### config.mk
export PLATFORM = sky130hd
export DESIGN_NAME = ilid_cell
export DESIGN_NICKNAME = d
export VERILOG_FILES = /design/src/ilid_pkg.sv /design/src/ilid_cell.sv
export SDC_FILE = /design/constraint.sdc
export NUM_CORES = 1
export LEC_CHECK = 0
export ABC_AREA = 1
export BUFFER_PORTS_ARGS = -buffer_cell sky130_fd_sc_hd__buf_4
export CAP_MARGIN = 15
export CORE_MARGIN = 2
export CORE_UTILIZATION = 46
export DETAILED_ROUTE_END_ITERATION = 6
export PLACE_DENSITY = 0.88
export SLEW_MARGIN = 40
export SYNTH_ARGS = -nofsm -noshare
export SYNTH_HDL_FRONTEND = slang
export SYNTH_SLANG_ARGS = --single-unit
### constraint.sdc
create_clock -name i_clk -period 9.2 [get_ports i_clk]
set_input_delay 0 -clock i_clk [delete_from_list [all_inputs] [get_ports i_clk]]
set_output_delay 0 -clock i_clk [all_outputs]
set_load 0.1 [all_outputs]
### src/ilid_pkg.sv
// Package for the indexed list block: sizes, command and status codes,
// and the control word broadcast to every list cell. No dependencies.
package ilid_pkg;

    localparam int CAPACITY     = 64;
    localparam int LEN_W        = $clog2(CAPACITY + 1);
    localparam int INDEX_W      = 8;
    localparam int CMP_W        = (LEN_W > INDEX_W) ? LEN_W : INDEX_W;
    localparam int DATA_W       = 32;
    localparam int CMD_W        = 3;
    localparam int STATUS_W     = 2;
    localparam int LENGTH_OUT_W = 7;

    localparam logic [CMD_W-1:0] CMD_READ   = 3'd0;
    localparam logic [CMD_W-1:0] CMD_FRONT  = 3'd1;
    localparam logic [CMD_W-1:0] CMD_BACK   = 3'd2;
    localparam logic [CMD_W-1:0] CMD_BEFORE = 3'd3;
    localparam logic [CMD_W-1:0] CMD_DELETE = 3'd4;

    localparam logic [STATUS_W-1:0] ST_DONE    = 2'd0;
    localparam logic [STATUS_W-1:0] ST_INVALID = 2'd1;
    localparam logic [STATUS_W-1:0] ST_FULL    = 2'd2;

    // Control word seen by every cell in the same cycle.
    typedef struct packed {
        logic              ins;     // insert value at pos, shift the tail up
        logic              del;     // remove element at pos, shift the tail down
        logic [CMP_W-1:0]  pos;     // insert or delete position
        logic [CMP_W-1:0]  len;     // list length before the command
        logic [CMP_W-1:0]  rd_idx;  // index to drive onto the read bus
        logic [DATA_W-1:0] value;   // value to insert
    } t_ctrl;

endpackage

### src/ilid_cell.sv
// One list cell: holds one element and takes a neighbor's word on a shift.
// Depends on ilid_pkg for sizes and the control word.
module ilid_cell
    import ilid_pkg::*;
(
    input  logic              i_clk,
    input  t_ctrl             i_ctrl,
    input  logic [CMP_W-1:0]  i_pos,
    input  logic [DATA_W-1:0] i_left,
    input  logic [DATA_W-1:0] i_right,
    output logic [DATA_W-1:0] o_data,
    output logic [DATA_W-1:0] o_hit_data
);

    logic [DATA_W-1:0] r_data;
    logic [DATA_W-1:0] n_data;

    always_comb begin
        n_data = r_data;
        if (i_ctrl.ins) begin
            if (i_pos == i_ctrl.pos) begin
                n_data = i_ctrl.value;
            end else if ((i_pos > i_ctrl.pos) && (i_pos <= i_ctrl.len)) begin
                n_data = i_left;
            end
        end else if (i_ctrl.del) begin
            if ((i_pos >= i_ctrl.pos) && ((i_pos + CMP_W'(1)) < i_ctrl.len)) begin
                n_data = i_right;
            end
        end
    end

    always_ff @(posedge i_clk) begin
        r_data <= n_data;
    end

    assign o_data     = r_data;
    // Only the addressed cell puts its word on the shared OR read bus.
    assign o_hit_data = (i_pos == i_ctrl.rd_idx) ? r_data : '0;

endmodule

==> flow_summary.yaml <==
sta:
  post-route-period-util_pct: 24.17
  finalSetupTns_ps: 0
  fmax_mhz: 449.8
  relSlewSlack_pct: 46.42
  post-route-min-period_ps: 2223
  report.final.hold_viol_count: 0
  fin_ws_ps: 6977
  tightest_slew_ps: 802.2
  setup_viol: 0
  slew_viol_final: 0
  rsz0062_at_grt: "false"
floorplanning:
  dieArea_um2: 6799
  ios: 195
  num_rows: 28
  initial_utilization_pct: 47.82
  fp.coreArea_um2: 5921
  die_x_um: 82.46
  dieHeight_um: 82.46
layout:
  drive_gt1_share_pct: 41.90
  diodes: 0
  num-nets-final: 723
  syn_to_final_growth_pct: 55.02
  fillers: 449
  largest_reg_flops: 32
  final_area_um2: 4389
clock_network:
  cts_buffers: 5
  cts.sinks: 32
  root_buffer: "clkbuf_8"
  clkTransAtPathRegs_ps: 70
  cts_max_path_buffers: 2
  cts_tree: "yes"
  h-tree-depth: 2
  hold_buffers: 0
  post_cts_resized: 0
  post_cts_buffers: 0
grt:
  grt_pass1_vias: 3088
  grt_max_degree: 35
  gr-total-overflow: 0
  grt_pass1_wl_um: 13590
  antenna_found_initial: 0
  grtUsageTotal_pct: 26.44
detailed_routing:
  final_antenna_net_count: 0
  vias: 3223
  first_pass_iters: 4
  drc_errors: 0
  totalWireLength_um: 9551
  wl_per_cell_um: 14.85
  via_per_inst: 5.012
  drt_iter0_markers: 139
place:
  place_congestion: 0.9064
  dpl.hpwl_um: 7417
  io_buffers: 194
  placed_area_um2: 4279
  pre_cts_slack_ps: 6542
worst_setup_path:
  critPathKind: "input port to flop"
  setup.worst_path.start: "i_pos[0]"
  path_max_fanout: 20
  required_ps: 9190
  end_kind: "flop"
  cp.arrival_ps: 2210
  startpoint_type: "input port"
power:
  power_frac_seq_pct: 33.0
  p_sw_share_pct: 46.24
  clkPwrFrac_pct: 16.7
  switchingPower_uw: 279.3
  p_per_area_nw_per_um2: 137.6
  ir_drop_mv: 0.09556
  p_leak_uw: 0.002247
  combinationalPowerShare_pct: 50.3
  p_int_uw: 324.8
synthesis:
  syn_nets: 537
  ys_warn_count: 0
  post-synth-top-count-cell: "a21oi_1"
  ys_async_sr_fraction_pct: 0
  ys_seq_area_share_pct: 33.94
  synth_area_um2: 2831
  yosys.area.top_type: "edfxtp_1"
  synthTopCellsByCount: "a21oi_1 (72), inv_1 (65), nand2_1 (65), nor2_1 (47), edfxtp_1 (32)"
  syn_inst: 381
  ys_types: 24
  netlist.area_leader.share_pct: 33.94
  syn_area_per_cell_um2: 7.432
  synth-edff-count: 32
  synth_area_leaders: "edfxtp_1 (34%), a21oi_1 (13%), ha_1 (11%), inv_1 (8.6%), nand2_1 (8.6%)"
  yosys_register_bits: 32
  ys.flop_type: "edfxtp_1"
hold_path:
  hp-start: "i_right[25]"
  min_to: "o_data[25]"
  hp-class: "input port to flop"
  min_path_cells: 3
run:
  maxCapViolations: 0
outcome:
  outcome: "finished, final reports clean"
[cell families after synthesis]
family,share of synthesized area [%]
xor gates and xnor gates,4.021
AOI/OAI and AO/OA,13.74
and+or+nand+nor,24.57
DFF,33.94
adders and majority gates,11.05
buffers and inverters,12.68
[critical path: stages]
cell     delay (ps)
buf_4           100
inv_1            70
nor2_1          240
nand4_1         120
nor2_1          130
xor2_1          170
ha_1            270
nand3_1         130
nor2_1           50
nor2_1           90
nand2_1          60
nand2_1          60
nand2_1         100
nor2_4          380
buf_16          220
[per-layer routing]
metal  up-vias  global-route usage [%]  share of wire [%]
met3        23                   5.217                9.0
met2       180                   51.05                 53
met5         -                       0                  0
met1      1440                   28.00                 36
met4         0                   9.667                2.2
li1       1580                       -                  -
[how the worst max path moves through the flow]
stage                     cells past startpoint  slack (ps)    endpoint
after global placement                       14        6670  o_data[31]
after detailed placement                     14        6540  o_data[12]
after CTS                                    14        6830  o_data[17]
after global routing                         15        6790  o_data[24]
final                                        15        6980  o_data[14]
after floorplan                              13        6200   o_data[0]
[power by group through the flow]
stage	clock network (µW)	logic, µW	registers (µW)
2_1_floorplan	0	63.8	343
3_3_place_gp	0	295	201
3_5_place_dp	0	300	202
4_1_cts	102	300	199
5_1_grt	108	320	201
6_report	101	304	199
[final cells by class]
type	count	area, µm²	share of cell area, %
Tap cell	75	93.84	2.138
Multi-Input combinational cell	267	1519	34.61
Timing Repair Buffer	195	1484	33.81
Clock buffer	5	68.82	1.568
Clock inverter	3	13.76	0.3136
Inverter	66	249.0	5.673
Sequential cell	32	960.9	21.89
[placed cells by master (no fill, tap or decap), drive strengths merged]
cell	count
buf	195
nor2	77
a21oi	73
nand2	66
inv	65
edfxtp	32
ha	25
xnor2	7
xor2	6
nand3	6
clkbuf	5
clkinv	4
o21a	2
nand4	2
or2	1
nand3b	1
o21ai	1
[through the flow]
| step | std cells | hold slack [ps] | power (µW) | utilization [%] |
|---|---|---|---|---|
| 6_report | 643 | 38.05 | 604.1 | 74.13 |
| 5_1_grt | 643 | 42.99 | 628.4 | 74.13 |
| 4_1_cts | 642 | 33.44 | 601.8 | 73.67 |
| 3_5_place_dp | 634 | 324.6 | 501.9 | 72.27 |
| 3_3_place_gp | 634 | 313.2 | 496.3 | 72.27 |
| 2_1_floorplan | 381 | 225.0 | 406.7 | - |
Note: power is estimated with default switching activity, not from simulation.
